File: src/sv/lfc_pkg.sv
`timescale 1ns / 1ps
package lfc_pkg;

  localparam int SEG_COUNT           = 8;
  localparam int SEG_IDX_W           = $clog2(SEG_COUNT);
  localparam int SEG_W               = 16;
  localparam int CNT_W               = 16;
  localparam int LUX_W               = 16;
  localparam int RATIO_FRACTION_BITS = 9;
  localparam int LUX_FRACTION_BITS   = 14;
  localparam int GAIN_SHIFT          = 4;
  localparam int CFG_IDX_W           = 4;
  localparam int CFG_DATA_W          = 3 * SEG_W;

  // ir << (fraction + 1) against (2*breakpoint + 1) * broadband
  localparam int NUM_W  = CNT_W + RATIO_FRACTION_BITS + 1;
  localparam int PROD_W = SEG_W + 1 + CNT_W;

  typedef logic [SEG_IDX_W-1:0] seg_idx_t;

  typedef struct packed {
    logic [SEG_W-1:0] bp;
    logic [SEG_W-1:0] b;
    logic [SEG_W-1:0] m;
  } seg_t;

  typedef struct packed {
    seg_idx_t         idx;
    logic [CNT_W-1:0] bb;
    logic [CNT_W-1:0] ir;
  } sel_t;

  localparam seg_t SEG_RESET [SEG_COUNT] = '{
    48'd274910544318,  48'd549790679761,  48'd824671404923,  48'd1099552523262,
    48'd1340053848572, 48'd1760950354171, 48'd2860449792018, 48'd2860448219136
  };

endpackage

File: src/sv/lfc_lux.sv
`timescale 1ns / 1ps
module lfc_lux import lfc_pkg::*; (
  input  logic             clk_i,
  input  logic             rst_ni,
  input  logic             in_valid_i,
  output logic             in_ready_o,
  input  sel_t             sel_i,
  input  seg_t             seg_i [SEG_COUNT],
  output logic             out_valid_o,
  input  logic             out_ready_i,
  output logic [LUX_W-1:0] lux_o
);

  localparam int MUL_W = CNT_W + SEG_W;
  localparam int SUM_W = MUL_W + GAIN_SHIFT + 1;

  logic             v3_q, v4_q, v5_q;
  logic             rdy3, rdy4, rdy5;
  seg_t             seg;
  logic [MUL_W-1:0] pos_q, neg_q, diff_q;
  logic [SUM_W-1:0] sum, shifted;
  logic [LUX_W-1:0] lux_d, lux_q;

  assign rdy5       = !v5_q || out_ready_i;
  assign rdy4       = !v4_q || rdy5;
  assign rdy3       = !v3_q || rdy4;
  assign in_ready_o = rdy3;

  assign seg = seg_i[sel_i.idx];

  // apply gain scaling, round half up and saturate
  always_comb begin
    sum     = (SUM_W'(diff_q) << GAIN_SHIFT) + (SUM_W'(1) << (LUX_FRACTION_BITS - 1));
    shifted = sum >> LUX_FRACTION_BITS;
    if (|shifted[SUM_W-1:LUX_W]) begin
      lux_d = '1;
    end else begin
      lux_d = shifted[LUX_W-1:0];
    end
  end

  always_ff @(posedge clk_i or negedge rst_ni) begin
    if (!rst_ni) begin
      v3_q <= 1'b0;
      v4_q <= 1'b0;
      v5_q <= 1'b0;
    end else begin
      if (rdy3) v3_q <= in_valid_i;
      if (rdy4) v4_q <= v3_q;
      if (rdy5) v5_q <= v4_q;
    end
  end

  always_ff @(posedge clk_i) begin
    if (rdy3 && in_valid_i) begin
      pos_q <= MUL_W'(sel_i.bb) * MUL_W'(seg.b);
      neg_q <= MUL_W'(sel_i.ir) * MUL_W'(seg.m);
    end
    if (rdy4 && v3_q) begin
      // clamp a negative difference to zero
      diff_q <= (pos_q > neg_q) ? (pos_q - neg_q) : '0;
    end
    if (rdy5 && v4_q) begin
      lux_q <= lux_d;
    end
  end

  assign out_valid_o = v5_q;
  assign lux_o       = lux_q;

endmodule

File: config.mk
export PLATFORM = sky130hd
export DESIGN_NAME = lfc_lux
export DESIGN_NICKNAME = d
export VERILOG_FILES = /design/src/sv/lfc_pkg.sv /design/src/sv/lfc_lux.sv
export SDC_FILE = /design/constraint.sdc
export NUM_CORES = 1
export LEC_CHECK = 0
export ABC_CLOCK_PERIOD_IN_PS = 6200
export BUFFER_PORTS_ARGS = -buffer_cell sky130_fd_sc_hd__buf_2
export CORE_MARGIN = 5
export CORE_UTILIZATION = 25
export DETAILED_ROUTE_END_ITERATION = 8
export PLACE_DENSITY = 0.39
export SETUP_SLACK_MARGIN = 0.05
export SLEW_MARGIN = 5
export SYNTH_ARGS = -nofsm -noshare
export SYNTH_HDL_FRONTEND = slang
export SYNTH_SLANG_ARGS = --single-unit
export TNS_END_PERCENT = 20
File: constraint.sdc
create_clock -name clk_i -period 6.2 [get_ports clk_i]
set_input_delay 1.24 -clock clk_i [delete_from_list [all_inputs] [get_ports clk_i]]
set_output_delay 1.24 -clock clk_i [all_outputs]
set_load 0.01 [all_outputs]
==> metrics <==
outcome=complete, but fails checks; failing checks=negative setup slack; # fillers=9928; RSZ-0062 raised after global routing=yes; H-Tree Depth=3; Initial Utilization=25.3%; Initial DRT Pass Iterations=5; initial antenna violation count=18; Final setup viols=47; Post-synth ARST share=2.83%; period utilisation layout=121%; minimum clock period=7.52 ns; DR top layer=met5; count leader, synth=inv_1; die area=0.102 mm^2; Worst-Margin Slew=1.02 ns; Mean Syn Cell Area=9.64 um^2; post-synthesis register bit count=106; critical path arrival=7.61 ns; Slew HR=31.8%; synth warn=0; worst hold start=v3_q; Hold Fails Final Rpt=0; FP Rows=113; R2R Setup Slk=3.02 ns; share of cells above drive strength 1=31.9%; PortBufs=312; core area=0.0952 mm^2; WL met2=40900 um; CTS tree=built; I/O pin total=441; Yosys top cell area share=32.3%; vias post-DR=19300; Synth Net Count=3546; DP HPWL=70800 um; final core occ=33.3%; Die X=320 um; DRC violations left=0; RePlAce Congestion=0.882; fmax=133 MHz; gr usage total=16.0%; Routed WL per cell=18.6 um; largest net degree at the start of global routing=65; Clock Path Buffers=2; Hold Crit Endpoint=v4_q; Layout area overhead=31.8%; Min-Delay Path Class=register to register; CTS Root Cell=clkbuf_16; number of flops mapped to enable cells by yosys=103; Met3 Wirelength=2670 um; Synth Cell Area=0.0240 mm^2; critical path class=input port to register; worst-skew pair later-pin latency=0.35 ns; Critical Path RT=6.29 ns; ANT nets after route=0; met1 WL=37200 um; Synth Flop Type=edfxtp_1; hold depth=1; first-pass GRT wire length=129000 um; Seq/Total Area, Yosys=13.2%; Max-cap violations=0; post-synthesis cell count=2494; reg2reg path depth=10; Setup crit start kind=input port; vias in the first global route=21600; initial DRC count=890; number of buffers created by CTS=9; worst slack at placement=-1.79 ns; die height=320 um; Synth cell types=71; synth top area cells=fa_1 (32%), edfxtp_1 (13%), ha_1 (13%); Crit. End Element=register; TritonCTS Sinks=106; DR vias/cell=4.38; Final Max Tran Viols=0; Worst R2R Start=pos_q[4]; Crit Path Max Fanout=7; nets=4182; reg2reg end=diff_q[30]; GRT overflow=0; WL final=81800 um; Synth area leader=fa_1; Fin Clk Skew=0.00803 ns; Setup WS post-layout=-1.32 ns; Worst-path clk slew=0.06 ns; top cells by count, synth=inv_1 (496), fa_1 (388), nand2_1 (326), ha_1 (241), and2_1 (158)
-- sequential cells by signal, summed over array words and instances (netlist names) --
name	cells
neg_q	32
pos_q	32
diff_q	23
lux_o	16
out_valid_o	1
v3_q	1
v4_q	1
-- cells in the final DEF (no fill, tap or decap), types with 25 or more instances in the layout --
master      n
a21o_1     40
mux2_4     25
buf_12     29
xnor2_1    57
inv_1     476
and2_1    152
edfxtp_1  103
nand2b_1   26
nor2b_1    84
a21oi_1    48
mux4_2     64
buf_2     311
nand3_1    25
buf_4     348
nand2_1   314
ha_1      216
nor2_1     64
xor2_1     26
fa_1      366
-- cell families after synthesis --
group                      Yosys count  synth area share, %
muxes                               97                 7.51
DFF                                106                 13.2
xor gates and xnor gates            89                 3.24
buffers and inverters              587                 9.24
and+or+nand+nor                    751                 15.4
adders and majority gates          629                 44.9
AOI/OAI and AO/OA                  235                 6.57
-- per-layer routing --
layer	GRT usage (%)	up-vias
met2	28.8	317
met5	0	-
met3	1.50	66
met4	1.80	20
li1	-	9190
met1	21.7	9706
-- how the worst max path moves through the flow --
stage,from,endpoint,cells past startpoint
after floorplan,sel_i[32],neg_q[31],26
after detailed placement,sel_i[32],pos_q[24],24
final,sel_i[32],neg_q[31],26
after CTS,sel_i[32],pos_q[31],28
after global placement,sel_i[32],pos_q[24],24
after global routing,sel_i[32],neg_q[31],26
-- final cells by class --
class	count	area [um^2]	share of cell area, %
diodes	5	12.5	0.0395
clock buffers	10	229	0.723
clock inverters	6	33.8	0.107
inverters	496	1860	5.88
multi-input cells	1805	19700	62.1
flip-flops and latches	106	3170	10.0
well taps	1265	1580	5.00
repair buffers	712	5110	16.1
-- critical path, cell delays in order --
cell and delay (ns):
buf_12 0.12, buf_12 0.12, buf_4 0.12, buf_4 0.11
mux4_2 0.52, mux2_4 0.34, nand2_2 0.09, fa_1 0.43
fa_1 0.57, inv_2 0.04, fa_1 0.55, fa_1 0.45
fa_1 0.53, inv_2 0.05, fa_1 0.51, inv_2 0.05
ha_4 0.21, or3_4 0.36, o21ai_2 0.07, a21oi_2 0.05
nor3_2 0.20, o21ai_2 0.09, a211o_1 0.33, a211oi_2 0.25
nor3_2 0.08, xnor2_1 0.13
-- what timing repair did --
action                                 in CTS  in global routing
hold buffers                                0                  0
cloned                                      5                  2
endpoints found under the hold margin       0                  0
pin swaps                                  66                 73
setup endpoints to repair                  47                 49
resized for setup                         114                 80
buffers inserted                           32                 36
-- metrics by stage --
stage / hold WS [ns] / TNS [ns] / instance area, um^2 / cells
6_report: 0.492 / -39.63 / 31700 / 4405
2_1_floorplan: 0.449 / -33.41 / 24700 / 2494
4_1_cts: 0.503 / -40.12 / 31000 / 4364
3_3_place_gp: 0.468 / -60.59 / 29900 / 4312
3_5_place_dp: 0.484 / -61.78 / 29900 / 4312
5_1_grt: 0.524 / -49.80 / 31700 / 4400
Power is left out: the tool's default activity adds up to more than one toggle a clock period on the data nets, which glitch-free logic cannot reach.
