<file path="src/sv/lfc_pkg.sv">
`timescale 1ns / 1ps
package lfc_pkg;

  localparam int SEG_COUNT           = 8;
  localparam int SEG_IDX_W           = $clog2(SEG_COUNT);
  localparam int SEG_W               = 16;
  localparam int CNT_W               = 16;
  localparam int LUX_W               = 16;
  localparam int RATIO_FRACTION_BITS = 9;
  localparam int LUX_FRACTION_BITS   = 14;
  localparam int GAIN_SHIFT          = 4;
  localparam int CFG_IDX_W           = 4;
  localparam int CFG_DATA_W          = 3 * SEG_W;

  // ir << (fraction + 1) against (2*breakpoint + 1) * broadband
  localparam int NUM_W  = CNT_W + RATIO_FRACTION_BITS + 1;
  localparam int PROD_W = SEG_W + 1 + CNT_W;

  typedef logic [SEG_IDX_W-1:0] seg_idx_t;

  typedef struct packed {
    logic [SEG_W-1:0] bp;
    logic [SEG_W-1:0] b;
    logic [SEG_W-1:0] m;
  } seg_t;

  typedef struct packed {
    seg_idx_t         idx;
    logic [CNT_W-1:0] bb;
    logic [CNT_W-1:0] ir;
  } sel_t;

  localparam seg_t SEG_RESET [SEG_COUNT] = '{
    48'd274910544318,  48'd549790679761,  48'd824671404923,  48'd1099552523262,
    48'd1340053848572, 48'd1760950354171, 48'd2860449792018, 48'd2860448219136
  };

endpackage

</file>
<file path="src/sv/lfc_ratio.sv">
`timescale 1ns / 1ps
module lfc_ratio import lfc_pkg::*; (
  input  logic             clk_i,
  input  logic             rst_ni,
  input  logic             in_valid_i,
  output logic             in_ready_o,
  input  logic [CNT_W-1:0] bb_i,
  input  logic [CNT_W-1:0] ir_i,
  input  seg_t             seg_i [SEG_COUNT],
  output logic             out_valid_o,
  input  logic             out_ready_i,
  output sel_t             sel_o
);

  localparam int LANES = SEG_COUNT - 1;

  logic              v1_q, v2_q;
  logic              rdy1, rdy2;
  logic [PROD_W-1:0] prod_d [LANES];
  logic [PROD_W-1:0] prod_q [LANES];
  logic [NUM_W-1:0]  num_q;
  logic              bbz_q;
  logic [CNT_W-1:0]  bb1_q, ir1_q;
  sel_t              sel_d, sel_q;

  assign rdy2       = !v2_q || out_ready_i;
  assign rdy1       = !v1_q || rdy2;
  assign in_ready_o = rdy1;

  // one multiplier per breakpoint lane
  always_comb begin
    for (int i = 0; i < LANES; i++) begin
      prod_d[i] = PROD_W'({seg_i[i].bp, 1'b1}) * PROD_W'(bb_i);
    end
  end

  // first lane whose breakpoint is not below the ratio wins
  always_comb begin
    sel_d.idx = seg_idx_t'(SEG_COUNT - 1);
    for (int i = LANES - 1; i >= 0; i--) begin
      if (bbz_q || (PROD_W'(num_q) < prod_q[i])) begin
        sel_d.idx = seg_idx_t'(i);
      end
    end
    sel_d.bb = bb1_q;
    sel_d.ir = ir1_q;
  end

  always_ff @(posedge clk_i or negedge rst_ni) begin
    if (!rst_ni) begin
      v1_q <= 1'b0;
      v2_q <= 1'b0;
    end else begin
      if (rdy1) v1_q <= in_valid_i;
      if (rdy2) v2_q <= v1_q;
    end
  end

  always_ff @(posedge clk_i) begin
    if (rdy1 && in_valid_i) begin
      prod_q <= prod_d;
      num_q  <= NUM_W'(ir_i) << (RATIO_FRACTION_BITS + 1);
      bbz_q  <= (bb_i == '0);
      bb1_q  <= bb_i;
      ir1_q  <= ir_i;
    end
    if (rdy2 && v1_q) begin
      sel_q <= sel_d;
    end
  end

  assign out_valid_o = v2_q;
  assign sel_o       = sel_q;

endmodule

</file>
<file path="config.mk">
export PLATFORM = sky130hd
export DESIGN_NAME = lfc_ratio
export DESIGN_NICKNAME = d
export VERILOG_FILES = /design/src/sv/lfc_pkg.sv /design/src/sv/lfc_ratio.sv
export SDC_FILE = /design/constraint.sdc
export NUM_CORES = 2
export LEC_CHECK = 0
export BUFFER_PORTS_ARGS = -buffer_cell sky130_fd_sc_hd__buf_2
export CAP_MARGIN = 20
export CORE_MARGIN = 1.5
export CORE_UTILIZATION = 40
export CTS_CLUSTER_DIAMETER = 30
export DETAILED_ROUTE_END_ITERATION = 8
export GPL_TIMING_DRIVEN = 0
export PLACE_DENSITY = 0.66
export SYNTH_ARGS = -nofsm -noshare
export SYNTH_HDL_FRONTEND = slang
export SYNTH_SLANG_ARGS = --single-unit
export TNS_END_PERCENT = 100
</file>
<file path="constraint.sdc">
create_clock -name clk_i -period 6.7 [get_ports clk_i]
set_clock_uncertainty 0.2 [all_clocks]
set_input_delay 0.67 -clock clk_i [delete_from_list [all_inputs] [get_ports clk_i]]
set_output_delay 0.67 -clock clk_i [all_outputs]
set_load 0.03 [all_outputs]
</file>
==> impl_metrics.yaml <==
routing:
  drc: 0
  dr.pass1.iters: 6
  routed_via_density: 5.47
  routed_wl_microns: 277000
  dr.first_iter.drc_count: 5195
  ant_nets: 0
  wl_per_cell_microns: 26.1
  vias: 58200
place:
  dp_hpwl_microns: 223000
  dp.cells: 10400
  place_ws_ps: -2610
  io_buffers: 184
  gp_congestion: 1.03
floorplan:
  placementRows: 157
  dieArea_sq_um: 186000
  die_h_microns: 432
  die_w_microns: 432
  start_util_pct: 40.2
  ios: 457
  core_sq_um: 183000
logic_synthesis:
  syn_inst: 7731
  synth.net_count: 10500
  synthFlopType: "edfxtp_1"
  synth_top_area_cell: "fa_1"
  synth_top_area_share_pct: 39.7
  synth_cell_types: 85
  yosys-top-cells-area: "fa_1, ha_1, edfxtp_1, inv_1, and2_1"
  yosys_warnings: 0
  synth-seq-area-share_pct: 12.0
  synth.avg_cell_area_sq_um: 9.50
  synthArstFlopShare_pct: 0.680
  syn-cell-area_sq_um: 73500
  synth_most_common_cell: "inv_1"
  synth_edf_count: 292
  ys_ff_latch: 294
  synth_common_cells: "inv_1, fa_1, nand2_1"
critical_path:
  critical_path_arrival_ps: 6940
  critPathLaunchType: "primary input"
  worst_r2r_endpoint: "sel_o[32]"
  reg2reg_depth: 10
  r2r_start: "ir1_q[0]"
  end_kind: "register"
  cp_max_fo: 13
  r2r_slack_ps: 1680
  required_ps: 7020
  critical_path_class: "in2reg"
timing:
  hold_violations: 0
  min_period_ps: 6620
  worstMarginPinSlew_ps: 1210
  max-slew-margin-rel_pct: 18.6
  timing.final.ws_setup_ps: 77.9
  whs_ps: 39.3
  timing.fmax_ghz: 0.151
  finalSetupTns_ps: 0
  slew_viol_final: 0
  period_share_pct: 98.8
  finalSetupViolCount: 0
global_route:
  grt_max_degree: 72
  first_global_vias: 60600
  track_usage_pct: 30.0
  antenna_found_initial: 93
  globalRouteOverflowTotal: 0
  grt_pass1_wl_microns: 401000
layout:
  layout.cells.non_filler: 10600
  areaGrowthSynthToFinish_pct: 14.1
  drive_above_1_share_pct: 8.94
  fin_nets: 10800
clock_tree:
  cts_max_level: 3
  numCtsBuffers: 80
  cts_buffer_depth: 3
  worstSkewPairLatency_ps: 710
  clk_pin_slew_ps: 50
  cts_sinks: 294
  root_buffer: "clkbuf_16"
  cts_tree: "built"
worst_hold_path:
  whs_endpoint: "out_valid_o"
  min_from: "out_ready_i"
  hold_class: "in2reg"
  worstHoldPathCells: 3
run_status:
  status: "finished clean"
flow_run:
  drv_cap: 0
==> layout by cell type, fill, tap and decap left out, types with 57 or more instances in the layout <==
cell,count
and2_1,871
buf_4,61
nand2_1,1013
xnor2_1,141
edfxtp_1,292
clkbuf_1,81
ha_1,840
nor2_1,103
inv_1,1765
clkbuf_2,109
xor2_1,57
o21ai_0,69
fa_1,1454
diode_2,78
a21oi_1,175
clkbuf_16,94
a21o_1,93
buf_2,186
==> layout make-up <==
type | instances | area [sq um]
Tap cell | 2385 | 2980
Sequential cell | 294 | 8820
Antenna cell | 78 | 195
Clock inverter | 59 | 707
Buffer | 298 | 2080
Multi-Input combinational cell | 5361 | 57200
Clock buffer | 87 | 2030
Fill cell | 17400 | 98900
Timing Repair Buffer | 319 | 3220
Inverter | 1766 | 6630
==> state kept, by name, indices dropped and copies added, names as in the netlist <==
signal       count
bbz_q            1
v1_q             1
bb1_q           15
ir1_q           16
sel_o           35
out_valid_o      1
prod_q         225
==> through the flow <==
stage	util, %	cell area, sq um
final	45.9	83800
after global routing	45.8	83700
after CTS	45.4	82900
after detailed placement	43.1	78800
after global placement	42.4	77400
after floorplan	-	73500
==> worst max path at each step <==
stage,from,end,slack [ps],cells past startpoint
finish,bb_i[14],prod_q[197],80,22
floorplan,bb_i[10],prod_q[230],1,22
global placement,bb_i[3],prod_q[96],-2890,23
detailed placement,bb_i[5],prod_q[96],-2610,24
global route,bb_i[9],prod_q[32],-20,25
CTS,bb_i[9],prod_q[230],0.09,23
==> cells by family after synthesis <==
kind of cell,after synthesis,synth area share [%]
adders and majority gates,2303,54.1
and+or+nand+nor,2257,15.4
buffers and inverters,2076,10.6
AOI/OAI and AO/OA,602,5.53
DFF,294,12.0
xor gates and xnor gates,198,2.36
muxes,1,0.0136
==> layer usage <==
metal  vias up  routed length (microns)  GRT usage [%]
li1      24500                        -              -
met1     29400                   102000           37.1
met2      3459                   118000           44.1
met3       884                    36800           10.5
met4        50                    20400           20.4
met5         -                      463              0
==> worst max-delay path, cell delays in order <==
cell	delay, ps
buf_8	270
buf_4	280
clkbuf_4	330
and2_1	200
fa_1	450
fa_1	460
fa_1	540
fa_1	440
fa_1	490
inv_1	50
fa_1	470
inv_1	40
ha_1	350
a21o_1	190
a21o_1	170
a21oi_1	200
o21ai_1	110
a221o_1	360
or2_0	250
a31oi_2	250
nor2_1	80
a211oi_1	230
==> timing repair <==
item                       CTS  global route
gates cloned                 2             2
setup endpoints to repair  154            61
hold buffers                18             0
setup buffers               20            27
pin swaps                    6            23
hold endpoints to repair    19             0
gates resized for setup    329           294
Power is left out: the tool's default activity adds up to more than one toggle a clock period on the data nets, which glitch-free logic cannot reach.
